`config.mk`:
```
export PLATFORM = sky130hd
export DESIGN_NAME = nmea_gll_position_parser_core_flat
export DESIGN_NICKNAME = d
export VERILOG_FILES = /design/src/rtl/core/ngll_pkg.sv /design/src/rtl/core/ngll_if.sv /design/src/rtl/core/ngll_in_stage.sv /design/src/rtl/core/ngll_line_tracker.sv /design/src/rtl/core/ngll_out_stage.sv /design/src/rtl/core/nmea_gll_position_parser_core.sv /design/src/flat_wrapper.sv
export SDC_FILE = /design/constraint.sdc
export NUM_CORES = 1
export LEC_CHECK = 0
export BUFFER_PORTS_ARGS = -buffer_cell sky130_fd_sc_hd__buf_2
export CORE_MARGIN = 2
export CORE_UTILIZATION = 55
export CTS_CLUSTER_DIAMETER = 40
export CTS_CLUSTER_SIZE = 12
export DETAILED_ROUTE_END_ITERATION = 16
export PLACE_DENSITY = 0.73
export SYNTH_ARGS = -nofsm -noshare
export SYNTH_HDL_FRONTEND = slang
export SYNTH_SLANG_ARGS = --single-unit
```
`constraint.sdc`:
```
create_clock -name clk -period 16.4 [get_ports clk]
set_input_delay 3.28 -clock clk [delete_from_list [all_inputs] [get_ports clk]]
set_output_delay 3.28 -clock clk [all_outputs]
set_load 0.005 [all_outputs]
```
`src/rtl/core/ngll_pkg.sv`:
```
// Shared types, constants and helper functions of the GLL position parser.
`default_nettype none

package ngll_pkg;

  // Field widths of the result transaction, of a character and of a digit.
  localparam int unsigned INT_W   = 17;
  localparam int unsigned FRAC_W  = 30;
  localparam int unsigned CNT_W   = 4;
  localparam int unsigned CHAR_W  = 8;
  localparam int unsigned DIGIT_W = 4;

  // Saturation limits of the decimal accumulators.
  localparam int unsigned FRAC_DIGITS_MAX = 9;
  localparam int unsigned INT_PART_MAX    = 99999;

  // Widths of the multiply-by-ten sums before saturation or masking.
  localparam int unsigned INT_SUM_W  = INT_W + 4;
  localparam int unsigned FRAC_SUM_W = FRAC_W + 4;

  // Header tracking and field counting.
  localparam int unsigned PROG_W  = 3;
  localparam int unsigned FIELD_W = 3;
  localparam logic [PROG_W-1:0]  HDR_LEN   = 3'd6;
  localparam logic [FIELD_W-1:0] LAT_FIELD = 3'd1;
  localparam logic [FIELD_W-1:0] LON_FIELD = 3'd3;
  localparam logic [FIELD_W-1:0] FIELD_SAT = 3'd7;

  typedef logic [CHAR_W-1:0] char_t;

  localparam char_t CH_NEWLINE = 8'h0A;
  localparam char_t CH_POINT   = 8'h2E;
  localparam char_t CH_COMMA   = 8'h2C;
  localparam char_t CH_ZERO    = 8'h30;
  localparam char_t CH_NINE    = 8'h39;
  localparam char_t CH_DOLLAR  = 8'h24;
  localparam char_t CH_G       = 8'h47;
  localparam char_t CH_N       = 8'h4E;
  localparam char_t CH_L       = 8'h4C;

  // One decoded coordinate: integer part, fraction digits and their count.
  typedef struct packed {
    logic [INT_W-1:0]  int_part;
    logic [FRAC_W-1:0] frac_part;
    logic [CNT_W-1:0]  frac_digits;
  } coord_t;

  typedef struct packed {
    coord_t lat;
    coord_t lon;
    logic   overflow;
  } result_t;

  // Coordinate after one digit, plus whether that digit saturated or was dropped.
  typedef struct packed {
    coord_t coord;
    logic   ovf;
  } coord_step_t;

  // Handshake between the line tracker and the output register.
  typedef struct packed {
    logic    load;
    result_t result;
  } result_req_t;

  // Expected character of the "$GNGLL" header at a given match position.
  function automatic char_t hdr_char(input logic [PROG_W-1:0] pos);
    char_t c;
    unique case (pos)
      3'd0:    c = CH_DOLLAR;
      3'd1:    c = CH_G;
      3'd2:    c = CH_N;
      3'd3:    c = CH_G;
      3'd4:    c = CH_L;
      3'd5:    c = CH_L;
      default: c = CH_L;
    endcase
    return c;
  endfunction

  // Folds one decimal digit into a coordinate.
  function automatic coord_step_t add_digit(input coord_t c, input logic after_point,
                                            input logic [DIGIT_W-1:0] d);
    coord_step_t            s;
    logic [INT_SUM_W-1:0]   int_ext;
    logic [INT_SUM_W-1:0]   int_sum;
    logic [FRAC_SUM_W-1:0]  frac_ext;
    logic [FRAC_SUM_W-1:0]  frac_sum;
    int_ext  = {{(INT_SUM_W-INT_W){1'b0}}, c.int_part};
    int_sum  = (int_ext << 3) + (int_ext << 1) + {{(INT_SUM_W-DIGIT_W){1'b0}}, d};
    frac_ext = {{(FRAC_SUM_W-FRAC_W){1'b0}}, c.frac_part};
    frac_sum = (frac_ext << 3) + (frac_ext << 1) + {{(FRAC_SUM_W-DIGIT_W){1'b0}}, d};
    s.coord  = c;
    s.ovf    = 1'b0;
    if (!after_point) begin
      if (int_sum > INT_SUM_W'(INT_PART_MAX)) begin
        s.coord.int_part = INT_W'(INT_PART_MAX);
        s.ovf            = 1'b1;
      end else begin
        s.coord.int_part = int_sum[INT_W-1:0];
      end
    end else if (c.frac_digits < CNT_W'(FRAC_DIGITS_MAX)) begin
      s.coord.frac_part   = frac_sum[FRAC_W-1:0];
      s.coord.frac_digits = c.frac_digits + 1'b1;
    end else begin
      s.ovf = 1'b1;
    end
    return s;
  endfunction

endpackage

`default_nettype wire

```
`src/rtl/core/ngll_if.sv`:
```
// Valid/ready channel interfaces for received characters and decoded positions.
`default_nettype none

interface ngll_byte_if;
  logic        valid;
  logic        ready;
  logic [7:0]  data_byte;

  modport source (output valid, output data_byte, input ready);
  modport sink   (input valid, input data_byte, output ready);
endinterface

interface ngll_result_if;
  logic        valid;
  logic        ready;
  logic [16:0] lat_int;
  logic [29:0] lat_frac;
  logic [3:0]  lat_frac_digits;
  logic [16:0] lon_int;
  logic [29:0] lon_frac;
  logic [3:0]  lon_frac_digits;
  logic        overflow;

  modport source (output valid, output lat_int, output lat_frac, output lat_frac_digits,
                  output lon_int, output lon_frac, output lon_frac_digits,
                  output overflow, input ready);
  modport sink   (input valid, input lat_int, input lat_frac, input lat_frac_digits,
                  input lon_int, input lon_frac, input lon_frac_digits,
                  input overflow, output ready);
endinterface

`default_nettype wire

```
`src/rtl/core/ngll_in_stage.sv`:
```
// Input register holding one received character until the line tracker takes it.
`default_nettype none

module ngll_in_stage (
  input  wire logic           clk,
  input  wire logic           rst_n,
  input  wire logic           in_valid,
  input  wire ngll_pkg::char_t in_char,
  output logic                in_ready,
  input  wire logic           take,
  output logic                char_valid,
  output ngll_pkg::char_t     char_out
);

  logic            valid_r;
  logic            valid_nxt;
  ngll_pkg::char_t char_r;

  assign in_ready   = !valid_r || take;
  assign char_valid = valid_r;
  assign char_out   = char_r;

  always_comb begin
    valid_nxt = valid_r;
    if (in_valid && in_ready) begin
      valid_nxt = 1'b1;
    end else if (take) begin
      valid_nxt = 1'b0;
    end
  end

  always_ff @(posedge clk) begin
    if (!rst_n) begin
      valid_r <= 1'b0;
    end else begin
      valid_r <= valid_nxt;
    end
  end

  always_ff @(posedge clk) begin
    if (in_valid && in_ready) begin
      char_r <= in_char;
    end
  end

endmodule

`default_nettype wire

```
`src/rtl/core/ngll_line_tracker.sv`:
```
// Per-line state: header match, field counting and decimal accumulation.
`default_nettype none

module ngll_line_tracker (
  input  wire logic              clk,
  input  wire logic              rst_n,
  input  wire logic              char_valid,
  input  wire ngll_pkg::char_t   char_in,
  input  wire logic              out_free,
  output logic                   take,
  output ngll_pkg::result_req_t  req
);

  logic [ngll_pkg::PROG_W-1:0]  hdr_prog_r,   hdr_prog_nxt;
  logic                         hdr_seen_r,   hdr_seen_nxt;
  logic [ngll_pkg::FIELD_W-1:0] field_r,      field_nxt;
  logic                         after_pt_r,   after_pt_nxt;
  ngll_pkg::coord_t             lat_r,        lat_nxt;
  ngll_pkg::coord_t             lon_r,        lon_nxt;
  logic                         ovf_r,        ovf_nxt;

  logic                          is_newline;
  logic                          is_digit;
  logic [ngll_pkg::DIGIT_W-1:0]  digit;
  ngll_pkg::coord_step_t         lat_step;
  ngll_pkg::coord_step_t         lon_step;
  ngll_pkg::char_t               digit_full;

  assign is_newline = (char_in == ngll_pkg::CH_NEWLINE);
  assign is_digit   = (char_in >= ngll_pkg::CH_ZERO) && (char_in <= ngll_pkg::CH_NINE);
  assign digit_full = char_in - ngll_pkg::CH_ZERO;
  assign digit      = digit_full[ngll_pkg::DIGIT_W-1:0];
  assign lat_step   = ngll_pkg::add_digit(lat_r, after_pt_r, digit);
  assign lon_step   = ngll_pkg::add_digit(lon_r, after_pt_r, digit);

  // A newline on a matched line needs the output register; anything else never stalls.
  assign take = char_valid && (!(is_newline && hdr_seen_r) || out_free);

  always_comb begin
    req.load            = take && is_newline && hdr_seen_r;
    req.result.lat      = lat_r;
    req.result.lon      = lon_r;
    req.result.overflow = ovf_r;
  end

  always_comb begin
    hdr_prog_nxt = hdr_prog_r;
    hdr_seen_nxt = hdr_seen_r;
    field_nxt    = field_r;
    after_pt_nxt = after_pt_r;
    lat_nxt      = lat_r;
    lon_nxt      = lon_r;
    ovf_nxt      = ovf_r;
    if (take) begin
      if (is_newline) begin
        hdr_prog_nxt = '0;
        hdr_seen_nxt = 1'b0;
        field_nxt    = '0;
        after_pt_nxt = 1'b0;
        lat_nxt      = '0;
        lon_nxt      = '0;
        ovf_nxt      = 1'b0;
      end else begin
        // Header search restarts on a mismatch; a dollar sign reopens it.
        if (hdr_prog_r < ngll_pkg::HDR_LEN && char_in == ngll_pkg::hdr_char(hdr_prog_r)) begin
          if (hdr_prog_r + 1'b1 == ngll_pkg::HDR_LEN) begin
            hdr_seen_nxt = 1'b1;
            hdr_prog_nxt = '0;
          end else begin
            hdr_prog_nxt = hdr_prog_r + 1'b1;
          end
        end else if (char_in == ngll_pkg::CH_DOLLAR) begin
          hdr_prog_nxt = ngll_pkg::PROG_W'(1);
        end else begin
          hdr_prog_nxt = '0;
        end

        if (char_in == ngll_pkg::CH_COMMA) begin
          if (field_r != ngll_pkg::FIELD_SAT) begin
            field_nxt = field_r + 1'b1;
          end
          after_pt_nxt = 1'b0;
        end else if (char_in == ngll_pkg::CH_POINT) begin
          if (field_r == ngll_pkg::LAT_FIELD || field_r == ngll_pkg::LON_FIELD) begin
            after_pt_nxt = 1'b1;
          end
        end else if (is_digit) begin
          if (field_r == ngll_pkg::LAT_FIELD) begin
            lat_nxt = lat_step.coord;
            ovf_nxt = ovf_r || lat_step.ovf;
          end else if (field_r == ngll_pkg::LON_FIELD) begin
            lon_nxt = lon_step.coord;
            ovf_nxt = ovf_r || lon_step.ovf;
          end
        end
      end
    end
  end

  always_ff @(posedge clk) begin
    if (!rst_n) begin
      hdr_prog_r <= '0;
      hdr_seen_r <= 1'b0;
      field_r    <= '0;
      after_pt_r <= 1'b0;
      lat_r      <= '0;
      lon_r      <= '0;
      ovf_r      <= 1'b0;
    end else begin
      hdr_prog_r <= hdr_prog_nxt;
      hdr_seen_r <= hdr_seen_nxt;
      field_r    <= field_nxt;
      after_pt_r <= after_pt_nxt;
      lat_r      <= lat_nxt;
      lon_r      <= lon_nxt;
      ovf_r      <= ovf_nxt;
    end
  end

endmodule

`default_nettype wire

```
`src/rtl/core/ngll_out_stage.sv`:
```
// Output register holding one decoded position until the sink takes it.
`default_nettype none

module ngll_out_stage (
  input  wire logic                  clk,
  input  wire logic                  rst_n,
  input  wire ngll_pkg::result_req_t req,
  output logic                       out_free,
  output logic                       out_valid,
  input  wire logic                  out_ready,
  output ngll_pkg::result_t          out_result
);

  logic              valid_r;
  logic              valid_nxt;
  ngll_pkg::result_t result_r;

  assign out_free   = !valid_r || out_ready;
  assign out_valid  = valid_r;
  assign out_result = result_r;

  always_comb begin
    valid_nxt = valid_r;
    if (req.load) begin
      valid_nxt = 1'b1;
    end else if (out_ready) begin
      valid_nxt = 1'b0;
    end
  end

  always_ff @(posedge clk) begin
    if (!rst_n) begin
      valid_r <= 1'b0;
    end else begin
      valid_r <= valid_nxt;
    end
  end

  always_ff @(posedge clk) begin
    if (req.load) begin
      result_r <= req.result;
    end
  end

endmodule

`default_nettype wire

```
`src/rtl/core/nmea_gll_position_parser_core.sv`:
```
// A character taken into the input register is then folded into the line tracker's state.
// A newline on a "$GNGLL" line loads its position transaction into the output register,
// from which the transaction leaves once the sink is ready.
// Throughput: one character per cycle, set by the line tracker, which updates for each one.
// The tracker stalls only when a newline must load a still-occupied output register.
// Reset (rst_n low, synchronous) empties both registers and clears all line state.
`default_nettype none

module nmea_gll_position_parser_core (
  input  wire logic   clk,
  input  wire logic   rst_n,
  ngll_byte_if.sink   in_byte,
  ngll_result_if.source out_pos
);

  // Character held between the input register and the line tracker.
  logic            char_valid;
  ngll_pkg::char_t char_held;
  logic            take;

  // Result request from the tracker and room in the output register.
  ngll_pkg::result_req_t req;
  logic                  out_free;
  ngll_pkg::result_t     out_result;

  // The input register frees as the tracker takes its character, so a new character
  // can be taken while a finished position still waits, unless a matched newline is held.
  ngll_in_stage u_in_stage (
    .clk        (clk),
    .rst_n      (rst_n),
    .in_valid   (in_byte.valid),
    .in_char    (in_byte.data_byte),
    .in_ready   (in_byte.ready),
    .take       (take),
    .char_valid (char_valid),
    .char_out   (char_held)
  );

  // Header search, comma counting and the multiply-by-ten accumulators. Every
  // character except a newline on a matched line is consumed unconditionally.
  ngll_line_tracker u_line_tracker (
    .clk        (clk),
    .rst_n      (rst_n),
    .char_valid (char_valid),
    .char_in    (char_held),
    .out_free   (out_free),
    .take       (take),
    .req        (req)
  );

  // The output register is reloaded in the same cycle that its previous
  // transaction leaves, so back-to-back newlines still run at full rate.
  ngll_out_stage u_out_stage (
    .clk        (clk),
    .rst_n      (rst_n),
    .req        (req),
    .out_free   (out_free),
    .out_valid  (out_pos.valid),
    .out_ready  (out_pos.ready),
    .out_result (out_result)
  );

  assign out_pos.lat_int         = out_result.lat.int_part;
  assign out_pos.lat_frac        = out_result.lat.frac_part;
  assign out_pos.lat_frac_digits = out_result.lat.frac_digits;
  assign out_pos.lon_int         = out_result.lon.int_part;
  assign out_pos.lon_frac        = out_result.lon.frac_part;
  assign out_pos.lon_frac_digits = out_result.lon.frac_digits;
  assign out_pos.overflow        = out_result.overflow;

endmodule

`default_nettype wire

```
`src/flat_wrapper.sv`:
```
// flat-port wrapper written by rule: the top's interface ports become plain ports
module nmea_gll_position_parser_core_flat 
  (clk, rst_n, in_byte_valid, in_byte_data_byte, in_byte_ready, out_pos_valid, out_pos_lat_int, out_pos_lat_frac, out_pos_lat_frac_digits, out_pos_lon_int, out_pos_lon_frac, out_pos_lon_frac_digits, out_pos_overflow, out_pos_ready);
  ngll_byte_if in_byte_i ();
  ngll_result_if out_pos_i ();
  input  wire logic clk;
  input  wire logic rst_n;
  input wire logic [$bits(in_byte_i.valid)-1:0] in_byte_valid;
  input wire logic [$bits(in_byte_i.data_byte)-1:0] in_byte_data_byte;
  output wire logic [$bits(in_byte_i.ready)-1:0] in_byte_ready;
  output wire logic [$bits(out_pos_i.valid)-1:0] out_pos_valid;
  output wire logic [$bits(out_pos_i.lat_int)-1:0] out_pos_lat_int;
  output wire logic [$bits(out_pos_i.lat_frac)-1:0] out_pos_lat_frac;
  output wire logic [$bits(out_pos_i.lat_frac_digits)-1:0] out_pos_lat_frac_digits;
  output wire logic [$bits(out_pos_i.lon_int)-1:0] out_pos_lon_int;
  output wire logic [$bits(out_pos_i.lon_frac)-1:0] out_pos_lon_frac;
  output wire logic [$bits(out_pos_i.lon_frac_digits)-1:0] out_pos_lon_frac_digits;
  output wire logic [$bits(out_pos_i.overflow)-1:0] out_pos_overflow;
  input wire logic [$bits(out_pos_i.ready)-1:0] out_pos_ready;
  assign in_byte_i.valid = in_byte_valid;
  assign in_byte_i.data_byte = in_byte_data_byte;
  assign in_byte_ready = in_byte_i.ready;
  assign out_pos_valid = out_pos_i.valid;
  assign out_pos_lat_int = out_pos_i.lat_int;
  assign out_pos_lat_frac = out_pos_i.lat_frac;
  assign out_pos_lat_frac_digits = out_pos_i.lat_frac_digits;
  assign out_pos_lon_int = out_pos_i.lon_int;
  assign out_pos_lon_frac = out_pos_i.lon_frac;
  assign out_pos_lon_frac_digits = out_pos_i.lon_frac_digits;
  assign out_pos_overflow = out_pos_i.overflow;
  assign out_pos_i.ready = out_pos_ready;
  nmea_gll_position_parser_core u_core (.clk(clk), .rst_n(rst_n), .in_byte(in_byte_i), .out_pos(out_pos_i));
endmodule
```
== After elaboration in Yosys (flattened, before gate mapping) ==
Index checks and enable logic that the tools add are counted.
Word-level totals
  bits in latches: 0
  memory bits (writable): 0
  register bits after elaboration: 224
  bits in read-only memories: 0
  logic and storage cells: 150
  memories kept: 0
Cells by class
  div/mod/pow operators: 0
  muxes and demuxes: 52
  bitwise operators: 0
  reduce and logical (&&, ||, !) cells: 41
  $lt $le $gt $ge: 7
  multipliers: 0
  eq/ne operators: 16
  shifts and indexed selects: 0
  $add $sub $neg: 13
Operators with widths (number)
  two-way mux 51 bit: 11
  two-way mux 34 bit: 4
  two-way mux 17 bit: 4
  adder 30 bit: 2
  adder 30 x 4 -> 30 bit: 2
  adder 20 x 18 -> 21 bit: 2
  adder 21 x 4 -> 21 bit: 2
  > comparator 21 x 17 -> 1 bit, second input constant: 2
  == test 8 x 6 -> 1 bit, second input constant: 3
  two-way mux 1 bit: 24
  nonzero test 2 bit: 12
  case mux 7 bit (3 select lines): 1
  two-way mux 3 bit: 6
  two-way mux 8 bit: 2
  AND reduction 7 bit: 2
  == test 3 x 2 -> 1 bit, second input constant: 3
  AND reduction 3 bit: 3
  nonzero test 3 bit: 3
  adder 4 x 1 -> 4 bit, second input constant: 2
  == test 8 x 4 -> 1 bit, second input constant: 1
  == test 8 bit: 1
  >= comparator 8 x 6 -> 1 bit, second input constant: 1
  less-or-equal comparator 8 x 6 -> 1 bit, second input constant: 1
  less-than comparator 4 bit, second input constant: 2
  16 further kinds: 33

== Logic depth before layout (Yosys ltp) ==
Gate-level depths: netlist (run 1).
  word-level depth: 12
  depth in mapped cells: 15

== Hierarchy ==
A second synthesis (run 1) with hierarchy kept.
Unflattened totals
  cell total of the unflattened synthesis: 1302
  area, all modules: 13305.3 µm²
By module, submodules not included
  ngll_line_tracker: cells each 1182, times used 1, area an instance 9865.7 µm²
  ngll_out_stage: cells each 107, times used 1, area an instance 3141.8 µm²
  ngll_in_stage: cells each 13, times used 1, area an instance 297.8 µm²

== Worst setup path after synthesis (run 1) ==
No wires, ideal clock.
  path kind: input to register
  start point: input port out_pos_ready
  end point: register u_core.u_out_stage.result_r, in the netlist u_core.u_out_stage.out_result[0], enable pin
  path slack: 7.901 ns
  stages on the path: 3
  setup time: 0.566 ns
  data required time: 15.834 ns
  arrival: 7.933 ns
  path through: nand2b_1 > o21ai_1 > nor2_1
RTL lines
  start: declaration: line flat_wrapper.sv:19  | input wire logic [$bits(out_pos_i.ready)-1:0] out_pos_ready;
  end signal: assignment: line ngll_out_stage.sv:41  | result_r <= req.result;
  end: declaration: line ngll_out_stage.sv:16  | ngll_pkg::result_t result_r;

== Worst setup path in the final report (run 1) ==
  start point: input port out_pos_ready
  end point: output port in_byte_ready
Between the ends
  longest elaborated chain between the ends: 4
Ends and longest elaborated chain
  logical OR 1 bit: line ngll_out_stage.sv:18  | assign out_free = !valid_r || out_ready;
  logical OR 1 bit: line ngll_line_tracker.sv:37  | assign take = char_valid && (!(is_newline && hdr_seen_r) || out_free);
  logical AND 1 bit: line ngll_line_tracker.sv:37
  logical OR 1 bit: line ngll_in_stage.sv:19  | assign in_ready = !valid_r || take;
  end: declaration: line flat_wrapper.sv:10  | output wire logic [$bits(in_byte_i.ready)-1:0] in_byte_ready;
No other way between the ends.

==> metrics.txt, run 1 <==
outcome=completed; clk sinks=224; leakage=7.24 nW; WS Path Type=primary input to output port; worst-path fanout max=4; Die X=159 um; most common library cell in the layout ignoring fill and taps=ha_1; Synth warnings=0; grt ovf=0; final worst slack=9170 ps; fin crit share=44.1%; DRC Markers=0; overall routed net length=27800 um; top_reg_cell synth=dfxtp_1; CTS tree=yes; H-Tree Level Count=2; number of synthesized flops with an enable pin=111; effective utilization at floorplan=56.1%; clock skew=13.7 ps; drt via density=5.66; PwrDens=87.6 nW/um2; Final TNS setup=0 ps; post-route ant nets=0; crit end category=output port; Post-CTS Setup Inserts=0; final hold vios=0; pin count of the biggest net entering global routing=76; Critical Path AT=3950 ps; worst slew pin tran=1010 ps; #FFs+latches synth=224; maximum clock rate=138 MHz; Post-Layout Cell Count=1736; Area Overhead vs Synth=15.5%; clock-pin slew on the worst setup and hold paths=50 ps; Pwr Total=1.34 mW; vias post-DR=9826; CTS buffer count=34; DP Worst Slack=9160 ps; Post-CTS Hold Fix Bufs=0; Slew headroom=32.3%; die height=159 um; post-placement cell area=14100 um2; min cycle time layout=7230 ps; IO buf count=116; Slowest cell on crit path=nor2_1; mean routed wirelength per cell=16.0 um; DRT iter0 DRCs=538; GRT Total Usage=22.1%; clk buf depth=3; Worst Hold Class=flop to flop; Root Driver=clkbuf_16; core area=23500 um2; Cell Rows=56; # nets final=1598; commonest non-fill, non-tap cells in the layout=188 x ha_1, 116 x buf_2, 113 x dfxtp_1, 111 x edfxtp_1, 83 x nand2_1; Mapped Avg Cell Area=10.4 um2; Ports=117; max incr delay on CP=210 ps; worst endpoint required time=13120 ps; Synth Instances=1268; Setup violations, final=0; die area=25300 um2; Post-Syn Area=13200 um2; clk_lat worst skew=500 ps; Synth cell types=81; max-cap viol count=0; final instance area=15300 um2; initial antenna violation count=1; most frequent CP cell=buf_2; post_cts resized=0; Final Max Slew Viols=0; share of cells above drive strength 1=14.9%; HPWL after detailed placement=19700 um; vias in the first global route=9591; asr flop ratio synth=0%; RSZ-0062 raised after global routing=false; syn nets=1476; Inst Count DP=1673; Pre-antenna DRT Iters=5; worst path cell trace=buf_2, nand2b_1, nor2_1, inv_1, buf_2; register area share after synthesis=42.4%; first-pass GRT wire length=46900 um; Critical Path Start Type=primary input; Final Wtd Congestion=0.869; worst vdd ir=65.9 uV
==> per-layer routing <==
metal	up-vias	GRT usage (%)	part of all wire [%]
met2	221	37.2	47
met5	-	0	0
met4	0	7.23	2.2
met1	4623	28.7	46
met3	44	4.32	5.3
li1	4938	-	-
==> cell usage after synthesis (all sizes together), types with 6 or more instances <==
cell    count  area share [%]
o21bai      9            0.51
or2         8            0.38
xnor2      45             3.0
or3         8            0.39
nand3      27             1.1
xor2       27             1.8
ha        188              18
nand2      83             2.4
nor3       19            0.72
a21o       32             1.8
clkbuf     28            0.80
o21ai      72             2.8
nand4       9            0.43
a21oi      87             3.6
and2       10            0.47
a21boi     12            0.68
o31ai      11            0.63
a31oi       8            0.61
mux2i       8            0.61
nand2b      8            0.38
a22oi      31             1.8
nor2       79             2.3
nor4        6            0.28
fa          8             1.2
inv        52             1.5
edfxtp    111              25
a32oi      11            0.73
dfxtp     113              17
nor2b      72             3.4
o21a       12            0.68
==> stage by stage <==
step	hold WS, ps	utilization [%]
final	429	64.8
after global placement	416	59.9
after floorplan	408	-
after CTS	431	64.8
after detailed placement	416	59.9
after global routing	439	64.8
==> cell type report <==
| class | instances | area [um2] |
|---|---|---|
| Multi-Input combinational cell | 958 | 7290 |
| Tap cell | 319 | 399 |
| Clock buffer | 42 | 945 |
| Sequential cell | 224 | 5600 |
| Timing Repair Buffer | 120 | 611 |
| Antenna cell | 1 | 2.50 |
| Inverter | 52 | 195 |
| Clock inverter | 20 | 219 |
| Fill cell | 1913 | 8280 |
==> kinds of logic (layout without fill, tap and decap cells) <==
family,count (synthesis),in the layout,share of synthesized area [%]
and+or+nand+nor,353,353,13.7
other,0,1,0
adders and majority gates,196,196,19.0
AOI/OAI and AO/OA,329,329,16.9
buffers and inverters,86,234,2.64
muxes,8,8,0.606
xor gates and xnor gates,72,72,4.77
DFF,224,224,42.4
==> where the power goes <==
part	switching (mW)	internal, mW
combinational	0.0119	0.00737
sequential	0.00356	0.585
clock	0.256	0.474
==> final timing paths <==
check / startpoint / endpoint / slack (ps) / depth (start not counted)
hold / removal: u_core.u_line_tracker.req[85] / u_core.u_out_stage.out_result[85] / 430 / 0
setup reg to reg: u_core.u_in_stage.char_out[3] / u_core.u_line_tracker.req[40] / 12060 / 15
hold reg to reg: u_core.u_line_tracker.req[85] / u_core.u_out_stage.out_result[85] / 430 / 0
setup / recovery: out_pos_ready / in_byte_ready / 9170 / 5
==> sequential cells by signal, indices dropped and copies added (netlist names) <==
signal and cells:
u_core.u_line_tracker.after_pt_r 1, u_core.u_line_tracker.field_r 3, u_core.u_line_tracker.hdr_prog_r 3, u_core.u_in_stage.char_valid 1, u_core.u_in_stage.char_out 8, u_core.u_line_tracker.hdr_seen_r 1
u_core.u_out_stage.out_valid 1, u_core.u_out_stage.out_result 103, u_core.u_line_tracker.req 102, u_core.u_line_tracker.ovf_r 1
==> worst max-delay path: cells and delay by family <==
kind | cells | cell delay [ps]
simple gates | 2 | 400
buf+inv | 3 | 260
Power figures use the tool's default switching activity.
==> run 2, diff against run 1 <==
Clock period 16.4 ns to 7.45 ns, I/O delays scaled along.
==> run 2 against run 1 <==
First-iteration DRC count is 15% lower. Design area down 0.78%. Routed wire length decreased by 1.1%. Die area unchanged. Flip-flop and latch count is the same. Critical endpoint unchanged. Via count shrank 0.77%. Clock skew grew 2.1 ps. Core utilization fell by 0.50 points. Non-clock buffer count is 3 higher. Sequential power grew 120%.
==> metrics.txt, run 2 (synthesis results as in run 1) <==
clk_lat worst skew=550 ps (+50 ps); Final TNS setup=0 ps (unchanged); WS Path Type=flop to output port; Area Overhead vs Synth=14.6%; HPWL after detailed placement=19600 um (-0.72%); max reg flops=103 (unchanged); crit end category=output port; die height=159 um (unchanged); DRT iter0 DRCs=455 (-15%); post-route ant nets=0 (unchanged); Ports=117 (unchanged); clock skew=15.8 ps (+2.05 ps); worst vdd ir=152 uV (+130%); fin crit share=57.8%; WP buf/inv=2 (-1); effective utilization at floorplan=56.1% (unchanged); PwrDens=183 nW/um2 (+110%); overall routed net length=27500 um (-1.1%); max-cap viol count=0 (unchanged); RSZ-0062 raised after global routing=false; drt via density=5.63 (-0.60%); Post-CTS Hold Fix Bufs=0 (unchanged); clk buf depth=3 (unchanged); initial antenna violation count=1 (unchanged); vias in the first global route=9500 (-0.95%); vias post-DR=9750 (-0.77%); # nets final=1598 (unchanged); worst path cell trace=nor2_1, and4_1, nand3_1, nor2_1, inv_1, buf_2; Util after Layout=64.3% (-0.50 points); Final Wtd Congestion=0.905 (+4.2%); Root Driver=clkbuf_16; post-placement cell area=14100 um2 (about the same); Post-CTS Setup Inserts=0 (unchanged); IO buf count=116 (unchanged); Final Max Slew Viols=0 (unchanged); most common library cell in the layout ignoring fill and taps=ha_1; outcome=completed; clock-pin slew on the worst setup and hold paths=60 ps (about the same); Critical Path Start Type=flop; worst-path fanout max=17 (+13); maximum clock rate=232 MHz; final hold vios=0 (unchanged); Critical Path AT=2820 ps (-1130 ps); mean routed wirelength per cell=15.9 um (-0.89%); share of cells above drive strength 1=14.9% (-0.039 points); max incr delay on CP=720 ps (+510 ps); leakage=7.21 nW (-0.42%); grt ovf=0 (unchanged); cell family with most CP delay=simple AND/OR/NAND/NOR gates; Die X=159 um (unchanged); GRT Total Usage=21.6% (-0.45 points); post_cts resized=0 (unchanged); final instance area=15100 um2 (-0.78%); min cycle time layout=4310 ps; core area=23500 um2 (unchanged); CTS tree=yes; worst slew pin tran=846 ps (-165 ps); Worst Hold Class=flop to flop; Setup violations, final=0 (unchanged); Cell Rows=56 (unchanged); first-pass GRT wire length=46200 um (-1.4%); Slowest cell on crit path=and4_1; pin count of the biggest net entering global routing=90 (+18%); most frequent CP cell=nor2_1; commonest non-fill, non-tap cells in the layout=188 x ha_1, 116 x buf_2, 113 x dfxtp_1, 111 x edfxtp_1, 83 x nand2_1; die area=25300 um2 (unchanged); Slew headroom=43.6% (+11 points); DRC Markers=0 (unchanged); worst endpoint required time=5960 ps (-7160 ps); Pre-antenna DRT Iters=5 (unchanged); clk sinks=224 (unchanged); H-Tree Level Count=1 (-1); CTS buffer count=31 (-8.8%)
## run 2: cell count changes in the layout (fill, tap and decap cells not counted), sizes merged
cell and change:
clkinv -4, bufinv -4, clkbuf +3, clkinvlp -4, buf +3, inv +3
## run 2: final cells by class
cell class	count	area, um2
Multi-Input combinational cell	958	7280
Fill cell	1942	8400
Antenna cell	1	2.50
Timing Repair Buffer	123	633
Inverter	52	195
Clock buffer	45	963
Tap cell	319	399
Sequential cell	224	5600
Clock inverter	11	73.8
## run 2: stage by stage
stage	hold WS, ps	power (mW)	worst slack, ps	std cells
after global routing	469	2.85	2940	1732
after floorplan	408	1.35	741	1268
after CTS	456	2.80	3120	1732
after detailed placement	433	1.36	3350	1676
after global placement	417	1.36	3390	1676
final	462	2.77	3140	1733
## run 2: worst reg2reg max path, cell delays in order, from the launching register on
cell and delay, ps:
edfxtp_1 560, inv_1 160, fa_1 500, inv_1 70
fa_1 470, a21o_1 190, a21oi_2 190, o21ai_1 100
nor2b_1 150, o21ai_0 160, a21oi_1 110, a311o_1 320
or3_1 410, a31oi_4 340, a21oi_1 120, a21o_1 160
## run 2: per-layer routing
layer,track usage (%),part of all wire [%],routed length (um)
met1,28.3,46,12600
met2,37.2,47,12900
met3,3.28,5.0,1360
met4,6.53,2.4,655
met5,0,0,0
## run 2: power breakdown
| part | internal, mW | switching, mW | leakage [nW] | total, mW |
|---|---|---|---|---|
| clock | 0.897 | 0.536 | 0.514 | 1.43 |
| combinational | 0.0164 | 0.0255 | 4.52 | 0.0418 |
| sequential | 1.29 | 0.00755 | 2.18 | 1.29 |
## run 2: final timing paths
check,cells past startpoint,slack (ps),from,endpoint
max,6,3140,u_core.u_in_stage.char_out[0],in_byte_ready
min,0,460,u_core.u_line_tracker.req[34],u_core.u_out_stage.out_result[34]
max reg2reg,15,3310,u_core.u_in_stage.char_out[3],u_core.u_line_tracker.req[93]
min reg2reg,0,460,u_core.u_line_tracker.req[34],u_core.u_out_stage.out_result[34]
==> run 3, diff against run 2 <==
Settings changed: PLACE_DENSITY 0.73 to 0.75.
Clock period 7.45 ns to 3.7 ns, I/O delays scaled along.
==> run 3 against run 2 <==
Non-clock buffer count rose by 47. Count of clock-buffer cells in the layout fell by 4. Global-route usage rose by 1.1 points. First-iteration DRC count rose by 12%. Register-to-register slack got worse by 3400 ps. Critical path type is now flop to flop. The flow now finishes with violations (setup timing). Combinational power rose to 2.9 times the previous value. Clock power rose by 120%. Sequential power rose by 100%.
==> metrics.txt, run 3 (synthesis results as in run 1) <==
Pint=4.66 mW (+110%); HPWL after detailed placement=19900 um (+1.9%); clk_lat worst skew=510 ps (-40 ps); PwrDens=370 nW/um2 (+100%); DRT iter0 DRCs=510 (+12%); final hold vios=0 (unchanged); Inst Count DP=1705 (+1.7%); maximum clock rate=265 MHz; met2 routed WL=13900 um (+7.6%); Pre-antenna DRT Iters=5 (unchanged); max reg flops=103 (unchanged); min cycle time layout=3770 ps; Worst Setup SP=u_core.u_in_stage.char_out[3]; worst hold endpoint=u_core.u_in_stage.char_out[0]; switch share=21.2% (+0.69 points); H-Tree Level Count=2 (+1); DRC Markers=0 (unchanged); Root Driver=clkbuf_16; fin crit share=102%; Critical Path Start Type=flop; clk sinks=224 (unchanged); Area Overhead vs Synth=21.0%; routed wl met3=1560 um (+14%); WL met1=13100 um (+4.2%); Final TNS setup=-219 ps (-219 ps); post-route ant nets=0 (unchanged); worst hold slack=402 ps (-59.8 ps); worst path cell trace=inv_2, fa_1, inv_2, fa_2, a21o_1, a21oi_2, o21a_1, o21ai_2, a31oi_4, a21oi_2, o2111a_1, or4_4, a31o_4, buf_4, nor2_2, o21ai_1; R2R Path Start=u_core.u_in_stage.char_out[3]; effective utilization at floorplan=56.1% (unchanged); Comb pwr share=2.1% (+0.6 points); Slew headroom=25.6% (-18 points); final worst slack=-70.4 ps (-3210 ps); outcome=finished with violations; clk buf depth=3 (unchanged); WS Path Type=flop to flop; worst slew pin tran=1110 ps (+264 ps); vias in the first global route=9960 (+4.8%); clock skew=31.2 ps (+15.4 ps); pin count of the biggest net entering global routing=104 (+16%); worst vdd ir=328 uV (+120%); vias post-DR=10.1k (+4.0%); Slowest cell on crit path=or4_4; CTS buffer count=34 (+9.7%); Post-Layout Cell Count=1787 (+3.1%); Cell Rows=56 (unchanged); # nets final=1649 (+3.2%); share of cells above drive strength 1=22.2% (+7.4 points); IO buf count=116 (unchanged); Ports=117 (unchanged); DR top layer=met4; Critical Path AT=4140 ps (+1320 ps); GRT Total Usage=22.7% (+1.1 points); Hold Crit Start=in_byte_data_byte[0]; drt via density=5.67 (+0.83%); most common library cell in the layout ignoring fill and taps=ha_1; failing checks=setup timing; Die X=159 um (unchanged); max-cap viol count=0 (unchanged); die height=159 um (unchanged); grt ovf=0 (unchanged); Final Max Slew Viols=0 (unchanged); Pwr Total=5.92 mW (+110%); CTS tree=yes; worst endpoint required time=4070 ps (-1890 ps); die area=25300 um2 (unchanged); max incr delay on CP=600 ps (-120 ps); crit end category=flop; hold depth=1 (+1); worst-path fanout max=7 (-10); core area=23500 um2 (unchanged); clock power share=54.1% (+2.4 points); overall routed net length=29200 um (+6.0%); Post-CTS Hold Fix Bufs=0 (unchanged); net switching power=1.26 mW (+120%); initial antenna violation count=1 (unchanged); cells on worst reg2reg path=16 (+1); Setup violations, final=9 (+9); commonest non-fill, non-tap cells in the layout=186 x ha_1, 116 x buf_2, 113 x dfxtp_1, 111 x edfxtp_1, 83 x nand2_1; Seq pwr share=43.9% (-2.8 points); RSZ-0062 raised after global routing=true; Final Wtd Congestion=0.893 (-1.3%); flop-to-flop setup slack=-70 ps (-3380 ps); r2r endpoint=u_core.u_line_tracker.req[96]; clock-pin slew on the worst setup and hold paths=60 ps (about the same); first-pass GRT wire length=48200 um (+4.2%); Worst Hold Class=primary input to flop; mean routed wirelength per cell=16.3 um (+2.8%); leakage=7.58 nW (+5.2%)
## run 3: changes by cell type in the layout (fill, tap and decap cells not counted), moves of 13 or more
cell,before,now
nor2_1,77,60
o21ai_1,9,27
buf_4,7,47
nor2_2,1,14
o21ai_0,61,38
## run 3: per-layer routing
metal	track usage [%]	up-vias
li1	-	5045
met2	39.2	223
met4	6.53	0
met3	4.64	48
met5	0	-
met1	29.0	4821
## run 3: worst max path at each step
| stage | cells after the start | to |
|---|---|---|
| 2_1_floorplan | 15 | u_core.u_line_tracker.ovf_r |
| 3_5_place_dp | 15 | u_core.u_line_tracker.req[91] |
| 5_1_grt | 15 | u_core.u_line_tracker.ovf_r |
| 6_report | 16 | u_core.u_line_tracker.req[96] |
| 4_1_cts | 14 | u_core.u_line_tracker.req[85] |
| 3_3_place_gp | 15 | u_core.u_line_tracker.req[93] |
## run 3: per-stage QoR
| stage | instance area (um2) | worst slack [ps] | utilization [%] |
|---|---|---|---|
| finish | 16000 | -70.4 | 67.9 |
| floorplan | 13200 | 7.30 | - |
| detailed placement | 14400 | -122 | 61.0 |
| global route | 16000 | -219 | 67.9 |
| global placement | 14400 | 26.9 | 61.0 |
| CTS | 15600 | 0.0488 | 66.2 |
## run 3: worst max-delay path, delay by kind of cell, from the launching register on
family	cells	cell delay (ps)
compound gates	9	1400
fa+ha+maj	2	860
buf+inv	3	270
flops	1	390
simple gates	2	680
## run 3: cell type report
type	count	area, um2
multi-input cells	959	7590
fillers	1795	7550
flip-flops and latches	224	5600
repair buffers	170	1040
clock buffers	41	961
well taps	319	399
clock inverters	21	204
inverters	52	195
diodes	1	2.50
## run 3: power by group through the flow
| stage | logic, mW | clock network (mW) | registers [mW] |
|---|---|---|---|
| final | 0.121 | 3.20 | 2.60 |
| after global routing | 0.132 | 3.36 | 2.60 |
| after CTS | 0.104 | 3.26 | 2.60 |
| after detailed placement | 0.101 | 0 | 2.65 |
| after global placement | 0.0985 | 0 | 2.65 |
| after floorplan | 0.0656 | 0 | 2.65 |
## run 3: timing repair
| item | 4_1_cts | 5_1_grt |
|---|---|---|
| resized for setup | 11 | 89 |
| endpoints found under the setup margin | 19 | 54 |
| cloned | 1 | 0 |
| setup buffers | 2 | 16 |
| pin swaps | 15 | 65 |
